$ cat config.mk
export PLATFORM = sky130hd
export DESIGN_NAME = websocket_frame_deframer_flat
export DESIGN_NICKNAME = d
export VERILOG_FILES = /design/src/hw/rtl/wsd_pkg.sv /design/src/hw/rtl/wsd_if.sv /design/src/hw/rtl/websocket_frame_deframer.sv /design/src/hw/rtl/wsd_in_stage.sv /design/src/hw/rtl/wsd_parser.sv /design/src/hw/rtl/wsd_out_stage.sv /design/src/flat_wrapper.sv
export SDC_FILE = /design/constraint.sdc
export NUM_CORES = 1
export LEC_CHECK = 0
export ABC_AREA = 1
export BUFFER_PORTS_ARGS = -buffer_cell sky130_fd_sc_hd__buf_2
export CORE_MARGIN = 2
export CORE_UTILIZATION = 30
export DETAILED_ROUTE_END_ITERATION = 10
export SLEW_MARGIN = 20
export SYNTH_ARGS = -nofsm -noshare
export SYNTH_HDL_FRONTEND = slang
export SYNTH_HIERARCHICAL = 1
export SYNTH_SLANG_ARGS = --single-unit
$ cat constraint.sdc
create_clock -name clk_i -period 12.4 [get_ports clk_i]
set_input_delay 0.62 -clock clk_i [delete_from_list [all_inputs] [get_ports clk_i]]
set_output_delay 0.62 -clock clk_i [all_outputs]
set_load 0.01 [all_outputs]
$ cat src/hw/rtl/wsd_pkg.sv
`timescale 1ns / 1ps
// Package for the websocket frame deframer.
// Holds parse phases, opcodes, message type codes and the result item type.
// No dependencies.
package wsd_pkg;

  typedef enum logic [2:0] {
    PH_OPCODE  = 3'd0,
    PH_SIZE    = 3'd1,
    PH_EXTLEN  = 3'd2,
    PH_MASKKEY = 3'd3,
    PH_PAYLOAD = 3'd4
  } phase_e;

  localparam logic [3:0] OP_CONT   = 4'h0;
  localparam logic [3:0] OP_TEXT   = 4'h1;
  localparam logic [3:0] OP_BINARY = 4'h2;
  localparam logic [3:0] OP_CLOSE  = 4'h8;
  localparam logic [3:0] OP_PING   = 4'h9;
  localparam logic [3:0] OP_PONG   = 4'hA;

  localparam logic [2:0] MT_BINARY = 3'd0;
  localparam logic [2:0] MT_TEXT   = 3'd1;
  localparam logic [2:0] MT_PING   = 3'd2;
  localparam logic [2:0] MT_PONG   = 3'd3;
  localparam logic [2:0] MT_CLOSE  = 3'd4;

  localparam logic [6:0] LEN_EXT16 = 7'd126;
  localparam logic [6:0] LEN_EXT64 = 7'd127;

  localparam logic [3:0] HDR_EXT16 = 4'd2;
  localparam logic [3:0] HDR_EXT64 = 4'd8;
  localparam logic [3:0] HDR_MASK  = 4'd4;

  typedef struct packed {
    logic        byte_valid;
    logic [7:0]  out_byte;
    logic        message_done;
    logic [2:0]  message_type;
    logic [15:0] close_code;
  } result_t;

endpackage

$ cat src/hw/rtl/wsd_if.sv
`timescale 1ns / 1ps
// Handshake channel interfaces for the websocket frame deframer.
// Depends on nothing beyond the package-free field widths.
interface wsd_in_if;
  logic       valid;
  logic       ready;
  logic [7:0] rx_byte;

  modport source (output valid, output rx_byte, input ready);
  modport sink   (input valid, input rx_byte, output ready);
endinterface

interface wsd_out_if;
  logic        valid;
  logic        ready;
  logic        byte_valid;
  logic [7:0]  out_byte;
  logic        message_done;
  logic [2:0]  message_type;
  logic [15:0] close_code;

  modport source (output valid, output byte_valid, output out_byte, output message_done,
                  output message_type, output close_code, input ready);
  modport sink   (input valid, input byte_valid, input out_byte, input message_done,
                  input message_type, input close_code, output ready);
endinterface

$ cat src/hw/rtl/websocket_frame_deframer.sv
`timescale 1ns / 1ps
// Top level of the websocket frame deframer: input register, frame parser, result register.
// Depends on wsd_pkg, wsd_if, wsd_in_stage, wsd_parser and wsd_out_stage.
//
//  port   dir  carries
//  rx_i   in   rx_byte, one stream byte per item
//  tx_o   out  byte_valid, out_byte, message_done, message_type, close_code
//
// One byte per cycle sustained unless tx_o stalls; results are offered from a register.
// Non-final frame ends give no result; header bytes do only if ending a final empty frame.
// Reset clears the parser to expect an opcode byte; no clearing pass.
// A stalled result holds the parser and, once the input register fills, rx_i.ready.
module websocket_frame_deframer (
  input logic clk_i,
  input logic rst_ni,
  wsd_in_if.sink    rx_i,
  wsd_out_if.source tx_o
);

  logic             in_valid;
  logic [7:0]       in_byte;
  logic             can_load;
  logic             advance;
  logic             res_valid;
  wsd_pkg::result_t res;
  wsd_pkg::result_t out_res;

  assign advance = in_valid && can_load;

  wsd_in_stage u_in (
    .clk_i      (clk_i),
    .rst_ni     (rst_ni),
    .in_valid_i (rx_i.valid),
    .in_byte_i  (rx_i.rx_byte),
    .in_ready_o (rx_i.ready),
    .advance_i  (advance),
    .valid_o    (in_valid),
    .byte_o     (in_byte)
  );

  wsd_parser u_parser (
    .clk_i       (clk_i),
    .rst_ni      (rst_ni),
    .advance_i   (advance),
    .byte_i      (in_byte),
    .res_valid_o (res_valid),
    .res_o       (res)
  );

  wsd_out_stage u_out (
    .clk_i      (clk_i),
    .rst_ni     (rst_ni),
    .load_i     (advance && res_valid),
    .res_i      (res),
    .can_load_o (can_load),
    .valid_o    (tx_o.valid),
    .ready_i    (tx_o.ready),
    .res_o      (out_res)
  );

  assign tx_o.byte_valid   = out_res.byte_valid;
  assign tx_o.out_byte     = out_res.out_byte;
  assign tx_o.message_done = out_res.message_done;
  assign tx_o.message_type = out_res.message_type;
  assign tx_o.close_code   = out_res.close_code;

  a_result_nonempty: assert property (@(posedge clk_i) disable iff (!rst_ni)
    tx_o.valid |-> (tx_o.byte_valid || tx_o.message_done))
    else $error("result item carries neither byte nor report");

  a_close_code_only_close: assert property (@(posedge clk_i) disable iff (!rst_ni)
    (tx_o.valid && tx_o.close_code != 16'd0) |->
      (tx_o.message_done && tx_o.message_type == wsd_pkg::MT_CLOSE))
    else $error("close code outside a close report");

  a_in_held_on_stall: assert property (@(posedge clk_i) disable iff (!rst_ni)
    (in_valid && !can_load) |=> (in_valid && $stable(in_byte)))
    else $error("input byte lost while result stalled");

endmodule

$ cat src/hw/rtl/wsd_in_stage.sv
`timescale 1ns / 1ps
// Input register of the websocket frame deframer.
// Holds one received byte until the parser consumes it. No package use.
module wsd_in_stage (
  input  logic       clk_i,
  input  logic       rst_ni,
  input  logic       in_valid_i,
  input  logic [7:0] in_byte_i,
  output logic       in_ready_o,
  input  logic       advance_i,
  output logic       valid_o,
  output logic [7:0] byte_o
);

  logic       valid_q, valid_d;
  logic [7:0] byte_q;

  assign in_ready_o = !valid_q || advance_i;
  assign valid_d    = in_ready_o ? in_valid_i : valid_q;

  always_ff @(posedge clk_i or negedge rst_ni) begin
    if (!rst_ni) begin
      valid_q <= 1'b0;
    end else begin
      valid_q <= valid_d;
    end
  end

  always_ff @(posedge clk_i) begin
    if (in_ready_o && in_valid_i) begin
      byte_q <= in_byte_i;
    end
  end

  assign valid_o = valid_q;
  assign byte_o  = byte_q;

endmodule

$ cat src/hw/rtl/wsd_parser.sv
`timescale 1ns / 1ps
// Frame parser of the websocket frame deframer: header walk, unmasking, message report.
// Depends on wsd_pkg.
module wsd_parser (
  input  logic             clk_i,
  input  logic             rst_ni,
  input  logic             advance_i,
  input  logic [7:0]       byte_i,
  output logic             res_valid_o,
  output wsd_pkg::result_t res_o
);

  wsd_pkg::phase_e phase_q, phase_d;
  logic        final_q, final_d;
  logic [3:0]  opcode_q, opcode_d;
  logic        mask_present_q, mask_present_d;
  logic [63:0] length_q, length_d;
  logic [3:0]  hdr_left_q, hdr_left_d;
  logic [31:0] mask_key_q, mask_key_d;
  logic [1:0]  mask_idx_q, mask_idx_d;
  logic [1:0]  seen_q, seen_d;
  logic [15:0] first_two_q, first_two_d;

  logic        len_known;
  logic        frame_end;
  logic [1:0]  byte_sel;
  logic [7:0]  plain;
  wsd_pkg::result_t res;

  assign byte_sel = ~mask_idx_q;
  assign plain    = byte_i ^ mask_key_q[{byte_sel, 3'b000} +: 8];

  always_comb begin
    phase_d        = phase_q;
    final_d        = final_q;
    opcode_d       = opcode_q;
    mask_present_d = mask_present_q;
    length_d       = length_q;
    hdr_left_d     = hdr_left_q;
    mask_key_d     = mask_key_q;
    mask_idx_d     = mask_idx_q;
    seen_d         = seen_q;
    first_two_d    = first_two_q;
    len_known      = 1'b0;
    frame_end      = 1'b0;
    res            = '0;
    if (advance_i) begin
      unique case (phase_q)
        wsd_pkg::PH_OPCODE: begin
          final_d = byte_i[7];
          if (byte_i[3:0] != wsd_pkg::OP_CONT) begin
            opcode_d    = byte_i[3:0];
            seen_d      = 2'd0;
            first_two_d = '0;
          end
          mask_key_d = '0;
          mask_idx_d = 2'd0;
          phase_d    = wsd_pkg::PH_SIZE;
        end
        wsd_pkg::PH_SIZE: begin
          mask_present_d = byte_i[7];
          length_d       = '0;
          if (byte_i[6:0] == wsd_pkg::LEN_EXT16) begin
            phase_d    = wsd_pkg::PH_EXTLEN;
            hdr_left_d = wsd_pkg::HDR_EXT16;
          end else if (byte_i[6:0] == wsd_pkg::LEN_EXT64) begin
            phase_d    = wsd_pkg::PH_EXTLEN;
            hdr_left_d = wsd_pkg::HDR_EXT64;
          end else begin
            length_d  = {57'd0, byte_i[6:0]};
            len_known = 1'b1;
          end
        end
        wsd_pkg::PH_EXTLEN: begin
          length_d   = {length_q[55:0], byte_i};
          hdr_left_d = hdr_left_q - 4'd1;
          len_known  = (hdr_left_d == 4'd0);
        end
        wsd_pkg::PH_MASKKEY: begin
          mask_key_d = {mask_key_q[23:0], byte_i};
          hdr_left_d = hdr_left_q - 4'd1;
          if (hdr_left_d == 4'd0) begin
            mask_present_d = 1'b0;
            len_known      = 1'b1;
          end
        end
        wsd_pkg::PH_PAYLOAD: begin
          res.byte_valid = 1'b1;
          res.out_byte   = plain;
          mask_idx_d     = mask_idx_q + 2'd1;
          if (seen_q != 2'd2) begin
            first_two_d = {first_two_q[7:0], plain};
            seen_d      = seen_q + 2'd1;
          end
          length_d  = length_q - 64'd1;
          frame_end = (length_d == 64'd0);
        end
        default: begin
          phase_d = wsd_pkg::PH_OPCODE;
        end
      endcase

      if (len_known) begin
        if (mask_present_d) begin
          phase_d    = wsd_pkg::PH_MASKKEY;
          hdr_left_d = wsd_pkg::HDR_MASK;
        end else if (length_d == 64'd0) begin
          frame_end = 1'b1;
        end else begin
          phase_d = wsd_pkg::PH_PAYLOAD;
        end
      end

      if (frame_end) begin
        phase_d = wsd_pkg::PH_OPCODE;
        if (final_q) begin
          res.message_done = 1'b1;
          unique case (opcode_q)
            wsd_pkg::OP_BINARY: res.message_type = wsd_pkg::MT_BINARY;
            wsd_pkg::OP_TEXT:   res.message_type = wsd_pkg::MT_TEXT;
            wsd_pkg::OP_PING:   res.message_type = wsd_pkg::MT_PING;
            wsd_pkg::OP_PONG:   res.message_type = wsd_pkg::MT_PONG;
            wsd_pkg::OP_CLOSE: begin
              res.message_type = wsd_pkg::MT_CLOSE;
              res.close_code   = (seen_d == 2'd2) ? first_two_d : 16'd0;
            end
            default: res.message_done = 1'b0;
          endcase
        end
      end
    end
  end

  always_ff @(posedge clk_i or negedge rst_ni) begin
    if (!rst_ni) begin
      phase_q        <= wsd_pkg::PH_OPCODE;
      final_q        <= 1'b0;
      opcode_q       <= 4'd0;
      mask_present_q <= 1'b0;
      length_q       <= '0;
      hdr_left_q     <= 4'd0;
      mask_key_q     <= '0;
      mask_idx_q     <= 2'd0;
      seen_q         <= 2'd0;
      first_two_q    <= '0;
    end else begin
      phase_q        <= phase_d;
      final_q        <= final_d;
      opcode_q       <= opcode_d;
      mask_present_q <= mask_present_d;
      length_q       <= length_d;
      hdr_left_q     <= hdr_left_d;
      mask_key_q     <= mask_key_d;
      mask_idx_q     <= mask_idx_d;
      seen_q         <= seen_d;
      first_two_q    <= first_two_d;
    end
  end

  assign res_valid_o = res.byte_valid || res.message_done;
  assign res_o       = res;

endmodule

$ cat src/hw/rtl/wsd_out_stage.sv
`timescale 1ns / 1ps
// Result register of the websocket frame deframer.
// Holds one result item until the sink takes it. Depends on wsd_pkg.
module wsd_out_stage (
  input  logic             clk_i,
  input  logic             rst_ni,
  input  logic             load_i,
  input  wsd_pkg::result_t res_i,
  output logic             can_load_o,
  output logic             valid_o,
  input  logic             ready_i,
  output wsd_pkg::result_t res_o
);

  logic             valid_q, valid_d;
  wsd_pkg::result_t res_q;

  assign can_load_o = !valid_q || ready_i;

  always_comb begin
    valid_d = valid_q;
    if (can_load_o) begin
      valid_d = load_i;
    end
  end

  always_ff @(posedge clk_i or negedge rst_ni) begin
    if (!rst_ni) begin
      valid_q <= 1'b0;
    end else begin
      valid_q <= valid_d;
    end
  end

  always_ff @(posedge clk_i) begin
    if (can_load_o && load_i) begin
      res_q <= res_i;
    end
  end

  assign valid_o = valid_q;
  assign res_o   = res_q;

endmodule

$ cat src/flat_wrapper.sv
// flat-port wrapper written by rule: the top's interface ports become plain ports
module websocket_frame_deframer_flat 
  (clk_i, rst_ni, rx_i_valid, rx_i_rx_byte, rx_i_ready, tx_o_valid, tx_o_byte_valid, tx_o_out_byte, tx_o_message_done, tx_o_message_type, tx_o_close_code, tx_o_ready);
  wsd_in_if rx_i_i ();
  wsd_out_if tx_o_i ();
  input logic clk_i;
  input logic rst_ni;
  input wire logic [$bits(rx_i_i.valid)-1:0] rx_i_valid;
  input wire logic [$bits(rx_i_i.rx_byte)-1:0] rx_i_rx_byte;
  output wire logic [$bits(rx_i_i.ready)-1:0] rx_i_ready;
  output wire logic [$bits(tx_o_i.valid)-1:0] tx_o_valid;
  output wire logic [$bits(tx_o_i.byte_valid)-1:0] tx_o_byte_valid;
  output wire logic [$bits(tx_o_i.out_byte)-1:0] tx_o_out_byte;
  output wire logic [$bits(tx_o_i.message_done)-1:0] tx_o_message_done;
  output wire logic [$bits(tx_o_i.message_type)-1:0] tx_o_message_type;
  output wire logic [$bits(tx_o_i.close_code)-1:0] tx_o_close_code;
  input wire logic [$bits(tx_o_i.ready)-1:0] tx_o_ready;
  assign rx_i_i.valid = rx_i_valid;
  assign rx_i_i.rx_byte = rx_i_rx_byte;
  assign rx_i_ready = rx_i_i.ready;
  assign tx_o_valid = tx_o_i.valid;
  assign tx_o_byte_valid = tx_o_i.byte_valid;
  assign tx_o_out_byte = tx_o_i.out_byte;
  assign tx_o_message_done = tx_o_i.message_done;
  assign tx_o_message_type = tx_o_i.message_type;
  assign tx_o_close_code = tx_o_i.close_code;
  assign tx_o_i.ready = tx_o_ready;
  websocket_frame_deframer u_core (.clk_i(clk_i), .rst_ni(rst_ni), .rx_i(rx_i_i), .tx_o(tx_o_i));
endmodule
==> run summary, run 1 <==
========================================================================================
Buffers inserted during post-CTS setup optimization                                    0
Setup violation total in the final timing report                                       0
Wire length of the first global-routing pass                                    55300 µm
Top cell types by occurrence after synthesis                                478 x sky130_fd_sc_hd__nand2_1, 222 x sky130_fd_sc_hd__inv_1, 222 x sky130_fd_sc_hd__nor2_1
Class of the most critical hold timing path                                 primary input to async pin
Layout net count                                                                    1677
Category of the worst setup path launch point                                   register
Peak fanout along the critical path                                                   57
Achievable clock frequency                                                     0.226 GHz
Cts repair resizes                                                                     0
Count of antenna diodes in the layout                                                  0
Dominant cells by area after synthesis                                      sky130_fd_sc_hd__dfrtp_1 29%, sky130_fd_sc_hd__nand2_1 16%, sky130_fd_sc_hd__edfxtp_1 9.9%
Horiz. Die Dim                                                                    198 µm
Initial Utilization                                                                30.6%
Post-layout util                                                                   34.0%
Number of cell instances on the worst register-to-register path                       24
RSZ-0062 raised after global routing                                                  no
TritonCTS Sinks                                                                      168
Hold-fix buffers at CTS                                                                0
Number of pins with negative max-slew slack in the final report                        0
Reg-to-reg critical path startpoint                                         u_core/u_parser/phase_q[2]
Routed vias                                                                        10800
Destination of the critical timing path                                     u_core/u_out/res_o[8]
Post-synthesis instance area                                                   11300 µm²
Cell Count, Final, Fillers Out                                                      2140
Sequential-to-total area share from yosys stat                                     39.0%
Setup_tns                                                                           0 ns
Number of storage elements in the synthesis netlist                                  168
Cell accounting for the most synthesized area                               sky130_fd_sc_hd__dfrtp_1
Post-synthesis cell type count                                                        42
Post-route clock skew                                                          0.0155 ns
Vertical die dimension                                                            198 µm
Placeable core area                                                            36800 µm²
Ys Warns                                                                               6
Routability congestion estimate                                                    0.915
First-pass iteration count of the detailed router                                      5
Worst setup path category                                                   register to register
Most common cell in the synthesized netlist                                 sky130_fd_sc_hd__nand2_1
CTS H-Tree Depth                                                                       4
Area growth syn-to-layout                                                          11.0%
Area of combinational cells with multiple inputs                                5790 µm²
DRT Wirelength                                                                  34700 µm
Clk root buf                                                                sky130_fd_sc_hd__clkbuf_16
Syn nets                                                                            1661
Critical Path Start                                                         u_core/u_parser/phase_q[2]
Layout Cell Area excl Fill                                                     12500 µm²
Filler Cells Inserted                                                               3948
Full die area                                                                  39100 µm²
Total CTS buffers                                                                     17
FF-to-FF End                                                                u_core/u_out/res_o[8]
Avg Vias per Cell                                                                   5.05
Share of final-layout standard cells stronger than drive strength 1                8.61%
Crit path capture type                                                          register
Quantity of I/O buffers inserted on ports                                             42
Number of antenna violations at the first check in global routing                      0
Routed wirelength normalized by instance count                                   16.2 µm
Site row count                                                                        70
Count of pins on the block boundary                                                   43
CP required                                                                     12.49 ns
Average footprint of a synthesized cell                                         6.85 µm²
Clock transition at path regs                                                    0.08 ns
Total placed instance area                                                     11900 µm²
Tmin final                                                                       4.42 ns
Pin count of the biggest net entering global routing                                  88
Post-detailed-route DRC marker count                                                   0
Number of enable flip-flop cells after synthesis                                      37
Vias in the first global route                                                     10000
Antenna violation net count after detailed routing                                     0
Worst max-slew margin expressed relative to the limit                              32.6%
Area of all sequential standard cells                                           4390 µm²
Asr flop ratio synth                                                               78.0%
Ys flop type                                                                sky130_fd_sc_hd__dfrtp_1
First-iteration detailed-routing DRC count                                          1123
MaxCap Viol Count                                                                      0
Transition at the pin with the smallest max-transition slack                     1.01 ns
Share of Yosys cell area claimed by the top area cell type                         29.1%
Global route total overflow                                                            0
CTS tree                                                                           built
Portion of the clock cycle consumed by the worst path in the final layout          35.7%
Number of buffers on the longest clock path                                            2
Synthesized instance count                                                          1643
Status                                                                      finished, final reports clean
Arrival time at the worst endpoint                                               4.52 ns
Clock insertion delay at the later pin of the skew report                        0.44 ns
Global-route total usage across every layer                                        18.1%
HPWL reported at the end of detailed placement                                  25800 µm
Count of final hold-check violations                                                   0
Register-to-register setup slack                                                 7.98 ns
Number of placed instances, taps included                                           2107
========================================================================================
==> stage by stage <==
step | worst slack (ns) | hold slack [ns]
after CTS | 8.03 | 0.153
final | 7.98 | 0.138
after global placement | 8.18 | 0.465
after floorplan | 8.09 | 0.324
after global routing | 7.57 | 0.177
after detailed placement | 8.06 | 0.471
==> placed cells by master, fill, tap and decap left out, types with 4 or more instances in the layout <==
master,synthesis,routed
sky130_fd_sc_hd__nand2_1,478,475
sky130_fd_sc_hd__xor2_1,23,23
sky130_fd_sc_hd__clkbuf_16,0,17
sky130_fd_sc_hd__o22ai_1,88,88
sky130_fd_sc_hd__nand4_1,20,20
sky130_fd_sc_hd__dfrtp_1,131,131
sky130_fd_sc_hd__nand3_1,80,79
sky130_fd_sc_hd__buf_2,10,41
sky130_fd_sc_hd__inv_8,0,5
sky130_fd_sc_hd__a22oi_1,10,10
sky130_fd_sc_hd__nand2_4,7,7
sky130_fd_sc_hd__edfxtp_1,37,37
sky130_fd_sc_hd__inv_1,222,221
sky130_fd_sc_hd__and2_1,13,13
sky130_fd_sc_hd__nand2_2,6,9
sky130_fd_sc_hd__o21bai_1,9,9
sky130_fd_sc_hd__o21ai_0,124,124
sky130_fd_sc_hd__a21oi_1,33,32
sky130_fd_sc_hd__nor2_2,15,15
sky130_fd_sc_hd__nor2_1,222,222
sky130_fd_sc_hd__nor2_4,20,20
sky130_fd_sc_hd__nor3_1,8,8
sky130_fd_sc_hd__nand3b_1,6,6
sky130_fd_sc_hd__buf_4,4,7
sky130_fd_sc_hd__ha_1,6,6
sky130_fd_sc_hd__o211ai_1,6,6
sky130_fd_sc_hd__o21ai_1,4,4
sky130_fd_sc_hd__clkinv_4,0,4
==> area by class of cell <==
class	count	area share, %
multi-input combinational	1196	46.4
sequential	168	35.1
inverter	226	6.80
tap	468	4.69
timing repair buffer	50	2.37
clock inverter	14	1.19
clock buffer	18	3.44
==> sequential cells by signal (all words and copies together) (netlist names), 3 cells and up <==
name / count
u_core/u_parser/mask_key_q: 32
u_core/u_parser/length_q: 64
u_core/u_parser/first_two_q: 16
u_core/u_in/byte_o: 8
u_core/u_out/res_o: 29
u_core/u_parser/phase_q: 3
u_core/u_parser/hdr_left_q: 4
u_core/u_parser/opcode_q: 4
==> kinds of logic after synthesis <==
group	count (synthesis)	synth area share [%]
and+or+nand+nor	886	34.6
xor gates and xnor gates	24	1.87
AOI/OAI and AO/OA	280	14.2
adders and majority gates	6	0.667
buffers and inverters	279	9.69
DFF	168	39.0
==> critical path, stage by stage, from the launching register on <==
cell and delay [ns]:
sky130_fd_sc_hd__dfrtp_1 0.43, sky130_fd_sc_hd__inv_2 0.11, sky130_fd_sc_hd__nand2_1 0.13, sky130_fd_sc_hd__inv_1 0.12, sky130_fd_sc_hd__nand2_2 0.04, sky130_fd_sc_hd__buf_4 0.32
sky130_fd_sc_hd__nand3_2 0.13, sky130_fd_sc_hd__buf_4 0.55, sky130_fd_sc_hd__inv_2 0.23, sky130_fd_sc_hd__nand2_1 0.12, sky130_fd_sc_hd__nand3_1 0.11, sky130_fd_sc_hd__nor2_1 0.12
sky130_fd_sc_hd__nand3_1 0.09, sky130_fd_sc_hd__nor2_1 0.12, sky130_fd_sc_hd__nand2_1 0.08, sky130_fd_sc_hd__nor2_1 0.18, sky130_fd_sc_hd__nand3_2 0.13, sky130_fd_sc_hd__nand2_4 0.11
sky130_fd_sc_hd__nand4_1 0.12, sky130_fd_sc_hd__nand2_1 0.11, sky130_fd_sc_hd__inv_1 0.05, sky130_fd_sc_hd__nor2_2 0.10, sky130_fd_sc_hd__inv_1 0.07, sky130_fd_sc_hd__a21oi_2 0.10
sky130_fd_sc_hd__buf_4 0.36
==> worst min-delay path by stage <==
stage,start,endpoint,slack [ns],depth (start not counted)
detailed placement,u_core/u_parser/first_two_q[10],u_core/u_parser/first_two_q[10],0.47,2
floorplan,rst_ni,u_core/u_in/valid_o,0.32,0
finish,rst_ni,u_core/u_parser/mask_key_q[21],0.14,1
global route,rst_ni,u_core/u_parser/mask_key_q[21],0.18,1
global placement,u_core/u_parser/first_two_q[9],u_core/u_parser/first_two_q[9],0.46,2
CTS,rst_ni,u_core/u_parser/mask_key_q[21],0.15,1
==> per-layer routing <==
metal | GRT usage [%] | vias up | routed length, µm
li1 | - | 5343 | -
met1 | 26.3 | 5087 | 16800
met2 | 27.9 | 361 | 15200
met3 | 2.83 | 24 | 2160
met4 | 4.96 | 0 | 539
met5 | 0 | - | 0
Power of run 1 is left out: the tool's default activity adds up to more than one toggle a clock period on the data nets, which glitch-free logic cannot reach.
==> inputs of run 2 (changes only) <==
==> constraint.sdc (replaced) <==
create_clock -name clk_i -period 4.6 [get_ports clk_i]
set_input_delay 0.23 -clock clk_i [delete_from_list [all_inputs] [get_ports clk_i]]
set_output_delay 0.23 -clock clk_i [all_outputs]
set_load 0.01 [all_outputs]
==> run 2 against run 1 <==
  * Die area unchanged
  * Flip-flop and latch count unchanged
  * Fmax up 7.5%
  * Via count up 1.7%
  * Critical path depth down 4
  * Sequential share of layout area down 0.36 points
  * Register-to-register slack worse by 7.5 ns
  * First-iteration DRC count down 21%
  * Utilization up 0.35 points
  * Cell count up 0.70%
  * Worst setup slack worse by 7.5 ns
  * Cell area up 1.0%
==> run summary, run 2 (synthesis gave the netlist of run 1 again) <==
========================================================================================
Count of antenna diodes in the layout                                                  0   unchanged
Count of pins on the block boundary                                                   43   unchanged
CP required                                                                      4.70 ns   -7.79 ns
Largest register by flop count                                              u_core/u_parser/length_q
Worst max-slew margin expressed relative to the limit                              29.6%   -3.0 points
Area growth syn-to-layout                                                          12.1%
Post-route setup slack                                                          0.484 ns   -7.49 ns
Antenna violation net count after detailed routing                                     0   unchanged
Clk root buf                                                                sky130_fd_sc_hd__clkbuf_16
Share of final-layout standard cells stronger than drive strength 1                8.71%   +0.10 points
Cts repair resizes                                                                     0   unchanged
Wire length of the first global-routing pass                                    57800 µm   +4.6%
Destination of the critical timing path                                     u_core/u_out/res_o[27]
Achievable clock frequency                                                     0.243 GHz   +7.5%
Crit path capture type                                                          register
Initial Utilization                                                                30.6%   unchanged
Cell Count, Final, Fillers Out                                                      2155   +0.70%
First-iteration detailed-routing DRC count                                           892   -21%
Count of final hold-check violations                                                   0   unchanged
Filler Cells Inserted                                                               3939   -0.23%
Post-detailed-route DRC marker count                                                   0   unchanged
Site row count                                                                        70   unchanged
Leading cell types in the layout, fill and taps excluded                    477 x sky130_fd_sc_hd__nand2_1, 222 x sky130_fd_sc_hd__nor2_1, 221 x sky130_fd_sc_hd__inv_1
Hold-fix buffers at CTS                                                               10   +10
First-pass iteration count of the detailed router                                      6   +1
FF-to-FF End                                                                u_core/u_out/res_o[27]
Worst setup path category                                                   register to register
Tmin final                                                                       4.12 ns   -0.308 ns
Global route total overflow                                                            0   unchanged
Register-to-register setup slack                                                 0.48 ns   -7.49 ns
MaxCap Viol Count                                                                      0   unchanged
Routability congestion estimate                                                    0.955   +4.3%
Avg Vias per Cell                                                                   5.10   +0.98%
Status                                                                      finished, final reports clean
Worst slack after detailed placement                                            0.553 ns   -7.51 ns
Routed wirelength normalized by instance count                                   16.7 µm   +3.4%
Setup violation total in the final timing report                                       0   unchanged
Critical Path Start                                                         u_core/u_parser/length_q[0]
Peak fanout along the critical path                                                   29   -49%
Number of placed instances, taps included                                           2113   +0.28%
Clock transition at path regs                                                    0.07 ns   about the same
Layout net count                                                                    1692   +0.89%
Arrival time at the worst endpoint                                               4.22 ns   -0.30 ns
Routed vias                                                                        11000   +1.7%
Reg-to-reg critical path startpoint                                         u_core/u_parser/length_q[0]
Total CTS buffers                                                                     17   unchanged
Class of the most critical hold timing path                                 primary input to register
Horiz. Die Dim                                                                    198 µm   unchanged
Transition at the pin with the smallest max-transition slack                     1.05 ns   +0.0440 ns
Vertical die dimension                                                            198 µm   unchanged
Number of buffers on the longest clock path                                            2   unchanged
Setup_tns                                                                           0 ns   unchanged
Flip-flop count of the largest register after layout                                  64   unchanged
HPWL reported at the end of detailed placement                                  27300 µm   +6.0%
Category of the worst setup path launch point                                   register
Buffers inserted during post-CTS setup optimization                                    0   unchanged
DRT Wirelength                                                                  36100 µm   +4.1%
Pin count of the biggest net entering global routing                                 131   +49%
Portion of the clock cycle consumed by the worst path in the final layout          89.5%   +54 points
Number of cell instances on the worst register-to-register path                       20   -17%
Commonest non-fill, non-tap cell in the layout                              sky130_fd_sc_hd__nand2_1
Vias in the first global route                                                     10400   +3.9%
Placeable core area                                                            36800 µm²   unchanged
Global-route total usage across every layer                                        19.1%   +0.95 points
Full die area                                                                  39100 µm²   unchanged
Number of antenna violations at the first check in global routing                      0   unchanged
Quantity of I/O buffers inserted on ports                                             42   unchanged
CTS tree                                                                           built
Clock insertion delay at the later pin of the skew report                        0.45 ns   about the same
RSZ-0062 raised after global routing                                                  no
Number of pins with negative max-slew slack in the final report                        0   unchanged
TritonCTS Sinks                                                                      168   unchanged
CTS H-Tree Depth                                                                       4   unchanged
Post-route clock skew                                                          0.0152 ns   -0.000267 ns
========================================================================================
[run 2: cell types whose count changed in the layout (fill, tap and decap cells not counted)]
cell / before / now
sky130_fd_sc_hd__clkinvlp_4: 1 / 0
sky130_fd_sc_hd__clkinv_4: 4 / 3
sky130_fd_sc_hd__nand2_1: 475 / 477
sky130_fd_sc_hd__nand2_2: 9 / 7
sky130_fd_sc_hd__buf_16: 1 / 0
sky130_fd_sc_hd__inv_6: 2 / 3
sky130_fd_sc_hd__buf_4: 7 / 11
sky130_fd_sc_hd__dlygate4sd3_1: 0 / 10
sky130_fd_sc_hd__buf_12: 0 / 1
sky130_fd_sc_hd__inv_4: 0 / 1
sky130_fd_sc_hd__buf_6: 1 / 2
[run 2: critical path, stage by stage, from the launching register on]
cell                      delay, ns
sky130_fd_sc_hd__dfrtp_1       0.41
sky130_fd_sc_hd__inv_1         0.14
sky130_fd_sc_hd__ha_1          0.28
sky130_fd_sc_hd__nand3_1       0.28
sky130_fd_sc_hd__nor2_2        0.36
sky130_fd_sc_hd__xor2_1        0.23
sky130_fd_sc_hd__nand2_1       0.12
sky130_fd_sc_hd__nor3_1        0.19
sky130_fd_sc_hd__nand4_1       0.20
sky130_fd_sc_hd__nor2_1        0.22
sky130_fd_sc_hd__nand2_1       0.09
sky130_fd_sc_hd__nor2_1        0.12
sky130_fd_sc_hd__nand2_1       0.13
sky130_fd_sc_hd__nand2_4       0.14
sky130_fd_sc_hd__nand4_1       0.12
sky130_fd_sc_hd__nand2_1       0.09
sky130_fd_sc_hd__inv_1         0.05
sky130_fd_sc_hd__nor2_2        0.09
sky130_fd_sc_hd__inv_1         0.06
sky130_fd_sc_hd__a21oi_2       0.09
sky130_fd_sc_hd__buf_4         0.35
[run 2: layer usage]
layer | wire length, µm | up-vias | GRT usage, %
met5 | 0 | - | 0
met4 | 878 | 0 | 6.63
li1 | - | 5362 | -
met3 | 2580 | 58 | 3.36
met1 | 17000 | 5188 | 27.5
met2 | 15600 | 389 | 28.6
[run 2: layout make-up]
class	count	area [µm²]	area share, %
clock buffers	18	429	3.40
clock inverters	14	148	1.17
inverters	226	850	6.73
multi-input cells	1196	5790	45.9
flip-flops and latches	168	4390	34.8
well taps	468	586	4.64
repair buffers	65	430	3.41
[run 2: worst min path at each step]
stage | end | start | cells past startpoint | slack, ns
2_1_floorplan | u_core/u_in/valid_o | rst_ni | 0 | -0.07
3_3_place_gp | u_core/u_parser/mask_key_q[28] | rst_ni | 1 | 0.14
3_5_place_dp | u_core/u_parser/mask_key_q[4] | rst_ni | 1 | 0.15
4_1_cts | u_core/u_out/valid_o | tx_o_ready | 4 | 0.06
5_1_grt | u_core/u_out/valid_o | tx_o_ready | 4 | 0.12
6_report | u_core/u_out/valid_o | tx_o_ready | 4 | 0.07
[run 2: through the flow]
step	util [%]	instance area [µm²]	hold WS (ns)
after floorplan	-	11300	-0.0656
after global placement	32.4	11900	0.142
after detailed placement	32.4	11900	0.146
after CTS	34.3	12600	0.0565
after global routing	34.3	12600	0.115
final	34.3	12600	0.0726
Power of run 2 is left out for the same reason.
